File: src/sv/dds_pkg.sv
// Shared types, codes and constant tables of the four-digit display scanner.
package dds_pkg;

  localparam logic OP_BYTE = 1'b0;
  localparam logic OP_TICK = 1'b1;

  typedef logic [1:0]  pos_t;
  typedef logic [15:0] value_t;
  typedef logic [13:0] mod_t;
  typedef logic [3:0]  digit_t;
  typedef logic [6:0]  seg_t;
  typedef logic [27:0] prod_t;
  typedef logic [4:0]  shamt_t;

  typedef struct packed {
    pos_t   pos;
    value_t value;
  } tick_t;

  typedef struct packed {
    pos_t pos;
    mod_t low4;
  } low4_t;

  typedef struct packed {
    pos_t pos;
    mod_t quot;
    logic blank;
  } quot_t;

  // Value modulo 10000; the quotient of a 16-bit value is at most six.
  function automatic mod_t mod_10000(value_t v);
    value_t r;
    if (v >= 16'd60000) begin
      r = v - 16'd60000;
    end else if (v >= 16'd50000) begin
      r = v - 16'd50000;
    end else if (v >= 16'd40000) begin
      r = v - 16'd40000;
    end else if (v >= 16'd30000) begin
      r = v - 16'd30000;
    end else if (v >= 16'd20000) begin
      r = v - 16'd20000;
    end else if (v >= 16'd10000) begin
      r = v - 16'd10000;
    end else begin
      r = v;
    end
    return r[13:0];
  endfunction

  // Reciprocal of 10^pos, scaled by 2^shift; exact for values below 10000.
  function automatic mod_t recip(pos_t p);
    mod_t k;
    unique case (p)
      2'd0: k = 14'd1;
      2'd1: k = 14'd6554;
      2'd2: k = 14'd5243;
      2'd3: k = 14'd8389;
      default: k = 14'd1;
    endcase
    return k;
  endfunction

  function automatic shamt_t recip_shift(pos_t p);
    shamt_t s;
    unique case (p)
      2'd0: s = 5'd0;
      2'd1: s = 5'd16;
      2'd2: s = 5'd19;
      2'd3: s = 5'd23;
      default: s = 5'd0;
    endcase
    return s;
  endfunction

  function automatic mod_t place(pos_t p);
    mod_t w;
    unique case (p)
      2'd0: w = 14'd1;
      2'd1: w = 14'd10;
      2'd2: w = 14'd100;
      2'd3: w = 14'd1000;
      default: w = 14'd1;
    endcase
    return w;
  endfunction

  // Segments a to g in bits 0 to 6.
  function automatic seg_t seg_decode(digit_t d);
    seg_t s;
    unique case (d)
      4'd0: s = 7'h3F;
      4'd1: s = 7'h06;
      4'd2: s = 7'h5B;
      4'd3: s = 7'h4F;
      4'd4: s = 7'h66;
      4'd5: s = 7'h6D;
      4'd6: s = 7'h7D;
      4'd7: s = 7'h27;
      4'd8: s = 7'h7F;
      4'd9: s = 7'h6F;
      default: s = 7'h00;
    endcase
    return s;
  endfunction

endpackage

File: src/sv/dds_front.sv
// Request intake: byte assembly, scan position, shown value and the tick register.
module dds_front import dds_pkg::*; (
  input  logic       clk,
  input  logic       rst_n,
  input  logic       in_valid,
  output logic       in_ready,
  input  logic       in_operation,
  input  logic [7:0] in_received_byte,
  output logic       tick_valid,
  input  logic       tick_ready,
  output tick_t      tick
);

  logic   phase_r, phase_nxt;
  value_t held_r, held_nxt;
  value_t shown_r, shown_nxt;
  pos_t   pos_r, pos_nxt;
  logic   tick_valid_r, tick_valid_nxt;
  tick_t  tick_r, tick_nxt;
  logic   accept;
  value_t view;

  assign in_ready = !tick_valid_r || tick_ready;
  assign accept   = in_valid && in_ready;

  // At position 0 the held value is latched for display.
  assign view = (pos_r == 2'd0) ? held_r : shown_r;

  always_comb begin
    phase_nxt      = phase_r;
    held_nxt       = held_r;
    shown_nxt      = shown_r;
    pos_nxt        = pos_r;
    tick_nxt       = tick_r;
    tick_valid_nxt = tick_valid_r;
    if (in_ready) begin
      tick_valid_nxt = accept && (in_operation == OP_TICK);
    end
    if (accept) begin
      unique case (in_operation)
        OP_BYTE: begin
          if (phase_r) begin
            held_nxt = {in_received_byte, held_r[7:0]};
          end else begin
            held_nxt = {held_r[15:8], in_received_byte};
          end
          phase_nxt = !phase_r;
        end
        OP_TICK: begin
          shown_nxt      = view;
          pos_nxt        = pos_r + 2'd1;
          tick_nxt.pos   = pos_r;
          tick_nxt.value = view;
        end
        default: begin
          phase_nxt = phase_r;
        end
      endcase
    end
  end

  always_ff @(posedge clk) begin
    if (!rst_n) begin
      phase_r      <= 1'b0;
      held_r       <= '0;
      shown_r      <= '0;
      pos_r        <= '0;
      tick_valid_r <= 1'b0;
    end else begin
      phase_r      <= phase_nxt;
      held_r       <= held_nxt;
      shown_r      <= shown_nxt;
      pos_r        <= pos_nxt;
      tick_valid_r <= tick_valid_nxt;
    end
  end

  always_ff @(posedge clk) begin
    tick_r <= tick_nxt;
  end

  assign tick_valid = tick_valid_r;
  assign tick       = tick_r;

endmodule

File: src/sv/dds_conv.sv
// Decimal reduction: value modulo 10000, then scaling down to the selected digit.
module dds_conv import dds_pkg::*; (
  input  logic  clk,
  input  logic  rst_n,
  input  logic  up_valid,
  output logic  up_ready,
  input  tick_t up,
  output logic  dn_valid,
  input  logic  dn_ready,
  output quot_t dn
);

  logic  s2_valid_r, s2_valid_nxt;
  low4_t s2_r, s2_nxt;
  logic  s3_valid_r, s3_valid_nxt;
  quot_t s3_r, s3_nxt;
  logic  s2_en, s3_en;
  prod_t prod;

  assign s3_en    = !s3_valid_r || dn_ready;
  assign s2_en    = !s2_valid_r || s3_en;
  assign up_ready = s2_en;

  assign prod = prod_t'(s2_r.low4) * prod_t'(recip(s2_r.pos));

  always_comb begin
    s2_valid_nxt = s2_en ? up_valid : s2_valid_r;
    s2_nxt       = s2_r;
    if (s2_en) begin
      s2_nxt.pos  = up.pos;
      s2_nxt.low4 = mod_10000(up.value);
    end
    s3_valid_nxt = s3_en ? s2_valid_r : s3_valid_r;
    s3_nxt       = s3_r;
    if (s3_en) begin
      s3_nxt.pos   = s2_r.pos;
      s3_nxt.quot  = mod_t'(prod >> recip_shift(s2_r.pos));
      // A higher digit is dark while it and all above it are zero.
      s3_nxt.blank = (s2_r.pos != 2'd0) && (s2_r.low4 < place(s2_r.pos));
    end
  end

  always_ff @(posedge clk) begin
    if (!rst_n) begin
      s2_valid_r <= 1'b0;
      s3_valid_r <= 1'b0;
    end else begin
      s2_valid_r <= s2_valid_nxt;
      s3_valid_r <= s3_valid_nxt;
    end
  end

  always_ff @(posedge clk) begin
    s2_r <= s2_nxt;
    s3_r <= s3_nxt;
  end

  assign dn_valid = s3_valid_r;
  assign dn       = s3_r;

endmodule

File: src/sv/dds_out.sv
// Result stage: last decimal digit, segment decode, digit select and output register.
module dds_out import dds_pkg::*; (
  input  logic       clk,
  input  logic       rst_n,
  input  logic       up_valid,
  output logic       up_ready,
  input  quot_t      up,
  output logic       out_valid,
  input  logic       out_ready,
  output logic [3:0] out_digit_enable_n,
  output logic [6:0] out_segments
);

  logic       valid_r, valid_nxt;
  logic [3:0] enable_n_r, enable_n_nxt;
  seg_t       seg_r, seg_nxt;
  logic       en;
  prod_t      prod;
  mod_t       tens;
  digit_t     digit;

  assign en       = !valid_r || out_ready;
  assign up_ready = en;

  // Quotient by ten through a scaled reciprocal, then the remainder.
  assign prod  = prod_t'(up.quot) * prod_t'(14'd6554);
  assign tens  = mod_t'(prod >> 16);
  assign digit = digit_t'(up.quot - mod_t'(tens * 14'd10));

  always_comb begin
    valid_nxt    = en ? up_valid : valid_r;
    enable_n_nxt = enable_n_r;
    seg_nxt      = seg_r;
    if (en) begin
      enable_n_nxt = ~(4'b0001 << up.pos);
      seg_nxt      = up.blank ? 7'h00 : seg_decode(digit);
    end
  end

  always_ff @(posedge clk) begin
    if (!rst_n) begin
      valid_r <= 1'b0;
    end else begin
      valid_r <= valid_nxt;
    end
  end

  always_ff @(posedge clk) begin
    enable_n_r <= enable_n_nxt;
    seg_r      <= seg_nxt;
  end

  assign out_valid          = valid_r;
  assign out_digit_enable_n = enable_n_r;
  assign out_segments       = seg_r;

endmodule

File: src/sv/four_digit_decimal_display_scanner.sv
// Top level of the four-digit decimal display scanner.
//
//   channel  direction  handshake           payload
//   in_      request    in_valid/in_ready   in_operation, in_received_byte
//   out_     result     out_valid/out_ready out_digit_enable_n, out_segments
//
// One request is taken every cycle while in_ready is high; a scan tick's result is offered
// after the tick register, modulo stage, scaling multiplier and output register,
// a byte yields none.
// Reset clears the byte phase, held and shown values, scan position and all stage valids.
// A stalled output holds each stage in place; requests are refused only once every
// stage is full.
module four_digit_decimal_display_scanner import dds_pkg::*; (
  input  logic       clk,
  input  logic       rst_n,
  input  logic       in_valid,
  output logic       in_ready,
  input  logic       in_operation,
  input  logic [7:0] in_received_byte,
  output logic       out_valid,
  input  logic       out_ready,
  output logic [3:0] out_digit_enable_n,
  output logic [6:0] out_segments
);

  logic  tick_valid, tick_ready;
  tick_t tick;
  logic  quot_valid, quot_ready;
  quot_t quot;

  dds_front u_front (
    .clk              (clk),
    .rst_n            (rst_n),
    .in_valid         (in_valid),
    .in_ready         (in_ready),
    .in_operation     (in_operation),
    .in_received_byte (in_received_byte),
    .tick_valid       (tick_valid),
    .tick_ready       (tick_ready),
    .tick             (tick)
  );

  dds_conv u_conv (
    .clk      (clk),
    .rst_n    (rst_n),
    .up_valid (tick_valid),
    .up_ready (tick_ready),
    .up       (tick),
    .dn_valid (quot_valid),
    .dn_ready (quot_ready),
    .dn       (quot)
  );

  dds_out u_out (
    .clk                (clk),
    .rst_n              (rst_n),
    .up_valid           (quot_valid),
    .up_ready           (quot_ready),
    .up                 (quot),
    .out_valid          (out_valid),
    .out_ready          (out_ready),
    .out_digit_enable_n (out_digit_enable_n),
    .out_segments       (out_segments)
  );

`ifndef SYNTHESIS
  // Requests back up only when every stage holds a result and the output is stalled.
  a_full_only_when_stalled: assert property (@(posedge clk) disable iff (!rst_n)
    !in_ready |-> (out_valid && !out_ready))
    else $error("input refused while the output is not stalled");

  a_one_digit_active: assert property (@(posedge clk) disable iff (!rst_n)
    out_valid |-> ($countones(out_digit_enable_n) == 3))
    else $error("digit select does not have exactly one active digit");

  // The least significant digit is never blanked.
  a_digit0_lit: assert property (@(posedge clk) disable iff (!rst_n)
    (out_valid && (out_digit_enable_n == 4'b1110)) |-> (out_segments != 7'h00))
    else $error("least significant digit is dark");
`endif

endmodule

File: config.mk
export PLATFORM = sky130hd
export DESIGN_NAME = four_digit_decimal_display_scanner
export DESIGN_NICKNAME = d
export VERILOG_FILES = /design/src/sv/dds_pkg.sv /design/src/sv/dds_front.sv /design/src/sv/dds_conv.sv /design/src/sv/dds_out.sv /design/src/sv/four_digit_decimal_display_scanner.sv
export SDC_FILE = /design/constraint.sdc
export NUM_CORES = 1
export LEC_CHECK = 0
export ABC_AREA = 1
export BUFFER_PORTS_ARGS = -buffer_cell sky130_fd_sc_hd__buf_2
export CAP_MARGIN = 25
export CORE_MARGIN = 2
export CORE_UTILIZATION = 40
export DETAILED_ROUTE_END_ITERATION = 10
export PLACE_DENSITY = 0.67
export REMOVE_ABC_BUFFERS = 1
export SETUP_SLACK_MARGIN = 0.15
export SYNTH_ARGS = -nofsm -noshare
export SYNTH_HDL_FRONTEND = slang
export SYNTH_SLANG_ARGS = --single-unit
File: constraint.sdc
create_clock -name clk -period 11.3 [get_ports clk]
set_clock_uncertainty 0.15 [all_clocks]
set_input_delay 0.565 -clock clk [delete_from_list [all_inputs] [get_ports clk]]
set_output_delay 0.565 -clock clk [all_outputs]
set_load 0.005 [all_outputs]
==> results of run 1 <==
-- metal layers --
metal | wire length (um) | GRT usage, % | vias to the layer above
met5 | 0 | 0 | -
met4 | 1550 | 7.58 | 0
met3 | 2700 | 3.20 | 95
met2 | 17600 | 34.3 | 439
met1 | 16300 | 27.2 | 5833
li1 | - | - | 6025
-- sequential cells by signal (all words and copies together) (netlist names), 2 cells and up --
| name | cells |
|---|---|
| u_front.tick | 18 |
| u_front.held_r | 16 |
| u_out.out_digit_enable_n | 4 |
| u_front.pos_r | 2 |
| u_conv.s2_r | 16 |
| u_conv.dn | 17 |
| u_front.shown_r | 16 |
| u_out.out_segments | 7 |
-- path summary, 6_finish.rpt --
path | startpoint | to | slack, ps | cells after the start
setup / recovery | u_conv.s2_r[14] | u_conv.dn[5] | 3660 | 27
hold / removal | u_front.tick[17] | u_conv.s2_r[15] | 280 | 0
setup reg to reg | u_conv.s2_r[14] | u_conv.dn[5] | 3660 | 27
hold reg to reg | u_front.tick[17] | u_conv.s2_r[15] | 280 | 0
-- Yosys cell counts, drive strengths merged (2+ instances only) --
master / count / share of area, %
a21boi: 5 / 0.25
a21o: 2 / 0.10
a21oi: 95 / 3.2
a31oi: 3 / 0.13
and3: 2 / 0.084
buf: 14 / 0.69
clkbuf: 21 / 0.53
clkinv: 5 / 0.14
dfxtp: 39 / 5.3
edfxtp: 62 / 13
fa: 153 / 21
ha: 217 / 18
inv: 410 / 10
nand2: 441 / 11
nand2b: 2 / 0.084
nand3: 116 / 4.1
nand3b: 6 / 0.30
nand4: 16 / 0.68
nor2: 143 / 4.0
nor3: 10 / 0.37
nor4: 2 / 0.084
o2111ai: 2 / 0.12
o211ai: 3 / 0.15
o21ai: 92 / 3.1
o21bai: 14 / 0.71
or2: 8 / 0.35
xnor2: 12 / 0.71
xor2: 19 / 1.1
-- stage by stage --
stage / setup WS (ps) / instance area [um^2] / hold slack [ps] / cells
after CTS: 3720 / 15700 / 277 / 2395
after floorplan: 3660 / 14600 / 250 / 1882
after global routing: 3200 / 15700 / 287 / 2396
final: 3660 / 15700 / 279 / 2396
after global placement: 3900 / 15400 / 252 / 2379
after detailed placement: 3760 / 15400 / 256 / 2379
-- worst max-delay path, stage by stage, from the launching register on --
cell      delay [ps]
edfxtp_1         820
inv_1            260
ha_1             380
nor2_1           120
buf_4            320
inv_1            200
ha_1             220
inv_1             70
fa_1             440
fa_1             490
fa_1             500
inv_1             60
fa_1             440
fa_1             510
inv_1             60
fa_1             530
inv_1             40
ha_1             350
a21oi_1          320
o21ai_0          120
a21oi_1          320
nand2_1          130
nand2_1          100
nand2_1           50
nand2_1           70
nand3_1          120
nand3_1          130
nand3_1           70
-- cell families (layout without fill, tap and decap cells) --
kind of cell | after synthesis | count (layout) | synth area share (%)
xor gates and xnor gates | 31 | 31 | 1.83
adders and majority gates | 370 | 370 | 39.0
AOI/OAI and AO/OA | 218 | 218 | 7.94
muxes | 1 | 1 | 0.0676
buffers and inverters | 450 | 461 | 11.8
and+or+nand+nor | 746 | 746 | 21.5
DFF | 101 | 101 | 17.8
-- final cells by class --
| class | count | area [um^2] |
|---|---|---|
| flip-flops and latches | 101 | 2640 |
| clock inverters | 7 | 83.8 |
| well taps | 468 | 586 |
| repair buffers | 30 | 180 |
| inverters | 415 | 1570 |
| multi-input cells | 1366 | 10400 |
| fillers | 3668 | 20800 |
| clock buffers | 9 | 225 |
==> results.tsv, run 1 <==
metric	value	unit
hold_buffers	0	
timing.final.crit_share	67.6	%
antenna_found_initial	0	
slew_headroom	50.2	%
rows	70	
cp_max_fo	23	
hold_viol_final	0	
n_antenna_cell	0	
ys_warn_count	0	
grt_pass1_wl	63400	um
grt_usage	20.6	%
syn_avg_cell_area	7.73	um^2
drt_iter0_markers	934	
finalMaxSlewViolations	0	
hold_class	register to register	
crit_required	11250	ps
final_cell_mix	nand2_1, inv_1, ha_1	
final_common_cell	nand2_1	
cts_tree	yes	
rsz0062_at_grt	false	
cts_resized	0	
dp_hpwl	31900	um
synthToLayoutAreaGrowth	6.03	%
fmax	131	MHz
nNetsFinal	2306	
port-buffer-count	25	
first_pass_iters	6	
syn-cell-area	14800	um^2
clkSinkCount	101	
wirelength	38200	um
grt_pass1_vias	12500	
critPathLaunchType	register	
cts_root_buf	clkbuf_16	
core_area	36500	um^2
endpoint_kind	register	
ys_seq_area_share	17.8	%
ios	26	
synth-seq-cells	101	
cts_setup_buffers	0	
yosys_most_used_dff	edfxtp_1	
design.die.area	38600	um^2
crit_type	register to register	
die_height	196	um
period_minus_slack	7640	ps
syn_inst	1917	
cts_htree_levels	3	
viasPerCell	5.17	
drive_gt1_share	5.03	%
gp_congestion	0.992	
max_cap_viol_count	0	
totalNegativeSetupSlack	0	ps
synth_edf_count	62	
clk_latency	360	ps
final_util	43.0	%
via_count	12400	
synth_cell_type_count	50	
grt_max_degree	38	
post_drt_wl_per_cell	16.0	um
grt_overflow_total	0	
run_status	finished, final reports clean	
cts_buffer_depth	2	
initial_core_util	40.6	%
clk_pin_slew	80	ps
setup_viol	0	
numCtsBuffers	9	
ant_nets	0	
tightest_slew	745	ps
drcViolationCount	0	
async_flop_share	0	%
die_x	196	um
arrival	7600	ps
Power of run 1 is left out: the tool's default activity adds up to more than one toggle a clock period on the data nets, which glitch-free logic cannot reach.
==> run 2: changes to the inputs <==
==> constraint.sdc (replaced) <==
create_clock -name clk -period 7.75 [get_ports clk]
set_clock_uncertainty 0.15 [all_clocks]
set_input_delay 0.3875 -clock clk [delete_from_list [all_inputs] [get_ports clk]]
set_output_delay 0.3875 -clock clk [all_outputs]
set_load 0.005 [all_outputs]
==> run 2 against run 1 <==
Effect of this change:
- critical path depth is 2 lower
- die area unchanged
- worst hold slack worse by 130 ps
- flip-flop and latch count unchanged
- core utilization decreased by 0.082 points
- count of clock-buffer cells in the layout grew 1
- wire length grew 3.7%
- sequential share of layout area hardly changed
- cell area is 0.19% lower
- via count is 0.32% lower
- fmax rose by 8.1%
- critical path type unchanged
==> results.tsv, run 2 (synthesized netlist as in run 1, its figures left out) <==
metric	value	unit	change
rows	70		unchanged
endpoint_kind	register		unchanged
rsz0062_at_grt	false		unchanged
period_minus_slack	7070	ps	was 7640 ps
ant_nets	0		unchanged
crit_type	register to register		unchanged
drt_iter0_markers	853		was 934
dp_hpwl	33000	um	was 31900 um
slew_headroom	30.3	%	was 50.2%
fmax	141	MHz	was 131 MHz
totalNegativeSetupSlack	0	ps	unchanged
critPathLaunchType	register		unchanged
setup_viol	0		unchanged
cts_buffer_depth	2		unchanged
run_status	finished, final reports clean		unchanged
cts_resized	0		unchanged
cts_htree_levels	3		unchanged
ios	26		unchanged
antenna_found_initial	0		unchanged
clk_latency	360	ps	about the same
gp_congestion	0.939		was 0.992
grt_usage	21.4	%	was 20.6%
hold_class	primary input to register		was register to register
drive_gt1_share	5.03	%	about the same
wirelength	39700	um	was 38200 um
design.die.area	38600	um^2	unchanged
first_pass_iters	6		unchanged
busiest_layer	met2		unchanged
largest_register_ffs	18		unchanged
via_count	12400		about the same
viasPerCell	5.15		was 5.17
initial_core_util	40.6	%	unchanged
met1_usage	28.4	%	was 27.2%
grt_overflow_total	0		unchanged
grt_pass1_wl	65300	um	was 63400 um
arrival	7030	ps	was 7600 ps
max_cap_viol_count	0		unchanged
drcViolationCount	0		unchanged
post_drt_wl_per_cell	16.5	um	was 16.0 um
core_area	36500	um^2	unchanged
grt_pass1_vias	12600		was 12500
cts_setup_buffers	0		unchanged
timing.final.crit_share	91.3	%	was 67.6%
final_common_cell	nand2_1		unchanged
final_cell_mix	nand2_1, inv_1, ha_1		unchanged
use_met2	37.2	%	was 34.3%
met3_usage	2.72	%	was 3.20%
clk_pin_slew	70	ps	was 80 ps
synthToLayoutAreaGrowth	5.83	%	was 6.03%
port-buffer-count	25		unchanged
tightest_slew	1050	ps	was 745 ps
worst_hold_slack	151	ps	was 279 ps
dpl_cell_area	15400	um^2	about the same
hold_buffers	0		unchanged
finalMaxSlewViolations	0		unchanged
cp_max_fo	15		was 23
clkSinkCount	101		unchanged
numCtsBuffers	9		unchanged
die_height	196	um	unchanged
nNetsFinal	2307		was 2306
cts_tree	yes		unchanged
n_antenna_cell	0		unchanged
die_x	196	um	unchanged
grt_max_degree	38		unchanged
cts_root_buf	clkbuf_16		unchanged
hold_viol_final	0		unchanged
crit_required	7710	ps	was 11250 ps
final_area	15700	um^2	about the same
## run 2: changes by cell type in the layout (fill, tap and decap cells not counted)
cell and delta:
inv_8 -2, clkbuf_1 +1, clkinv_4 +2, inv_6 -1, inv_4 +1, buf_4 +2, clkbuf_16 -1, inv_12 -1
## run 2: cell type report
cell class	instances	area (um^2)
fill	3627	20800
multi-input combinational	1366	10400
sequential	101	2640
inverter	415	1570
tap	468	586
clock buffer	10	229
timing repair buffer	31	170
clock inverter	6	60.1
## run 2: critical path: stages (launching register included)
cell	delay [ps]
edfxtp_1	420
inv_1	130
ha_1	660
nand2_1	330
o21ai_0	260
inv_1	70
ha_1	270
inv_1	50
fa_1	510
inv_1	60
fa_1	510
inv_1	50
fa_1	480
inv_1	60
fa_1	500
fa_1	490
ha_1	360
a21oi_1	290
a21boi_1	190
nand2_1	180
xnor2_1	330
nor2_1	60
o21ai_0	170
nand2_1	90
nor2_1	100
nand2_1	60
## run 2: metrics by stage
| step | utilization (%) | setup WS, ps | cells |
|---|---|---|---|
| finish | 42.9 | 677 | 2397 |
| global route | 42.9 | 236 | 2397 |
| CTS | 42.9 | 712 | 2397 |
| detailed placement | 42.1 | 730 | 2381 |
| global placement | 42.1 | 774 | 2381 |
| floorplan | - | 106 | 1882 |
## run 2: worst paths after layout
path / cells after the start / to / slack [ps] / from
worst max-delay path: 25 / u_conv.dn[4] / 680 / u_conv.s2_r[15]
worst min-delay path: 3 / u_front.held_r[8] / 150 / in_received_byte[0]
worst max register to register: 25 / u_conv.dn[4] / 680 / u_conv.s2_r[15]
worst min register to register: 0 / u_conv.s2_r[15] / 290 / u_front.tick[17]
## run 2: per-layer routing
metal / part of all wire (%) / wire (um)
met5: 0 / 0
met4: 2.0 / 806
met3: 5.1 / 2030
met2: 48 / 19100
met1: 45 / 17700
Power of run 2 is left out for the same reason.
==> run 3: changes to the inputs <==
--- a/config.mk
+++ b/config.mk
@@ -9,9 +9,9 @@
 export BUFFER_PORTS_ARGS = -buffer_cell sky130_fd_sc_hd__buf_2
 export CAP_MARGIN = 25
 export CORE_MARGIN = 2
-export CORE_UTILIZATION = 40
+export CORE_UTILIZATION = 50
 export DETAILED_ROUTE_END_ITERATION = 10
-export PLACE_DENSITY = 0.67
+export PLACE_DENSITY = 0.78
 export REMOVE_ABC_BUFFERS = 1
 export SETUP_SLACK_MARGIN = 0.15
 export SYNTH_ARGS = -nofsm -noshare
==> run 3 against run 2 <==
Effect of this change:
- worst hold slack got worse by 14 ps
- flip-flop and latch count unchanged
- global-route usage increased by 5.3 points
- core utilization increased by 10 points
- via count about the same
- register-to-register slack got worse by 110 ps
- sequential share of layout area about the same
==> results.tsv, run 3 (synthesized netlist as in run 1, its figures left out) <==
metric	value	unit	change
run_status	finished, final reports clean		unchanged
ant_nets	0		unchanged
via_count	12400		about the same
port-buffer-count	25		unchanged
rows	63		was 70
critPathLaunchType	register		unchanged
first_pass_iters	6		unchanged
numCtsBuffers	9		unchanged
antenna_found_initial	0		unchanged
fmax	139	MHz	was 141 MHz
ios	26		unchanged
final_common_cell	nand2_1		unchanged
hold_buffers	0		unchanged
synthToLayoutAreaGrowth	5.52	%	was 5.83%
period_minus_slack	7180	ps	was 7070 ps
slew_headroom	48.1	%	was 30.3%
drcViolationCount	0		unchanged
dp.cells	2304		was 2381
cts_htree_levels	3		unchanged
die_height	176	um	was 196 um
design.die.area	31000	um^2	was 38600 um^2
initial_core_util	50.4	%	was 40.6%
grt_overflow_total	0		unchanged
hold_class	primary input to register		unchanged
core_area	29400	um^2	was 36500 um^2
timing.final.crit_share	92.6	%	was 91.3%
cts_tree	yes		unchanged
instances_no_fill	2321		was 2397
cts_root_buf	clkbuf_16		unchanged
drt_iter0_markers	1049		was 853
cpMostUsedCell	inv_1		unchanged
n_antenna_cell	0		unchanged
clk_pin_slew	80	ps	was 70 ps
grt_usage	26.8	%	was 21.4%
wirelength	39300	um	was 39700 um
totalNegativeSetupSlack	0	ps	unchanged
reg2reg_slack	570	ps	was 680 ps
setup_viol	0		unchanged
cp_max_fo	15		unchanged
cpMaxStageDelayCell	ha_2		was ha_1
tightest_slew	776	ps	was 1050 ps
largest_register_ffs	18		unchanged
dp_hpwl	32900	um	was 33000 um
arrival	7140	ps	was 7030 ps
clkSinkCount	101		unchanged
die_x	176	um	was 196 um
nNetsFinal	2309		was 2307
rsz0062_at_grt	false		unchanged
hold_viol_final	0		unchanged
crit_type	register to register		unchanged
endpoint_kind	register		unchanged
grt_pass1_vias	12700		was 12600
max_cap_viol_count	0		unchanged
drive_gt1_share	5.23	%	was 5.03%
viasPerCell	5.32		was 5.15
gp_congestion	0.995		was 0.939
cts_buffer_depth	2		unchanged
grt_max_degree	38		unchanged
setup_slack	572	ps	was 677 ps
post_drt_wl_per_cell	17.0	um	was 16.5 um
final_cell_mix	nand2_1, inv_1, ha_1		unchanged
clk_latency	360	ps	about the same
slowest_delay	540	ps	was 660 ps
place_ws	469	ps	was 730 ps
grt_pass1_wl	65200	um	was 65300 um
crit_required	7710	ps	about the same
finalMaxSlewViolations	0		unchanged
[run 3: per-layer routing]
metal  vias to the layer above  wire (um)  GRT usage (%)
li1                       6029          -              -
met1                      5769      16600           35.1
met2                       470      18600           44.9
met3                        85       2750           4.29
met4                         0       1480           9.40
met5                         -          0              0
[run 3: layout make-up]
type | count | area [um^2]
tap | 390 | 488
multi-input combinational | 1366 | 10400
fill | 2722 | 13800
sequential | 101 | 2640
clock buffer | 9 | 225
clock inverter | 7 | 81.3
timing repair buffer | 33 | 203
inverter | 415 | 1570
[run 3: through the flow]
step                hold slack, ps  util, %  instance area [um^2]
floorplan                      250        -                 14600
global placement               272     52.0                 15300
detailed placement             274     52.0                 15300
CTS                            129     53.1                 15600
global route                   132     53.2                 15600
finish                         138     53.2                 15600
[run 3: path summary, 6_finish.rpt]
| check | startpoint | cells after the start | to |
|---|---|---|---|
| worst max-delay path | u_conv.s2_r[15] | 25 | u_conv.dn[4] |
| worst min-delay path | in_received_byte[0] | 3 | u_front.held_r[8] |
| worst max register to register | u_conv.s2_r[15] | 25 | u_conv.dn[4] |
| worst min register to register | u_front.pos_r[1] | 0 | u_front.tick[17] |
[run 3: what timing repair did]
item | CTS | global route
resized for setup | 0 | 1
buffers inserted | 0 | 0
setup endpoints to repair | 0 | 2
[run 3: worst max-delay path, delay by kind of cell, from the launching register on]
family | cells | cell delay, ps
XOR/XNOR | 1 | 450
AO/OA/AOI/OAI | 4 | 1010
buffers and inverters | 6 | 410
flip-flops | 1 | 440
adder cells (fa/ha/maj) | 8 | 3670
AND/OR/NAND/NOR | 6 | 780
Power of run 3 is left out for the same reason.
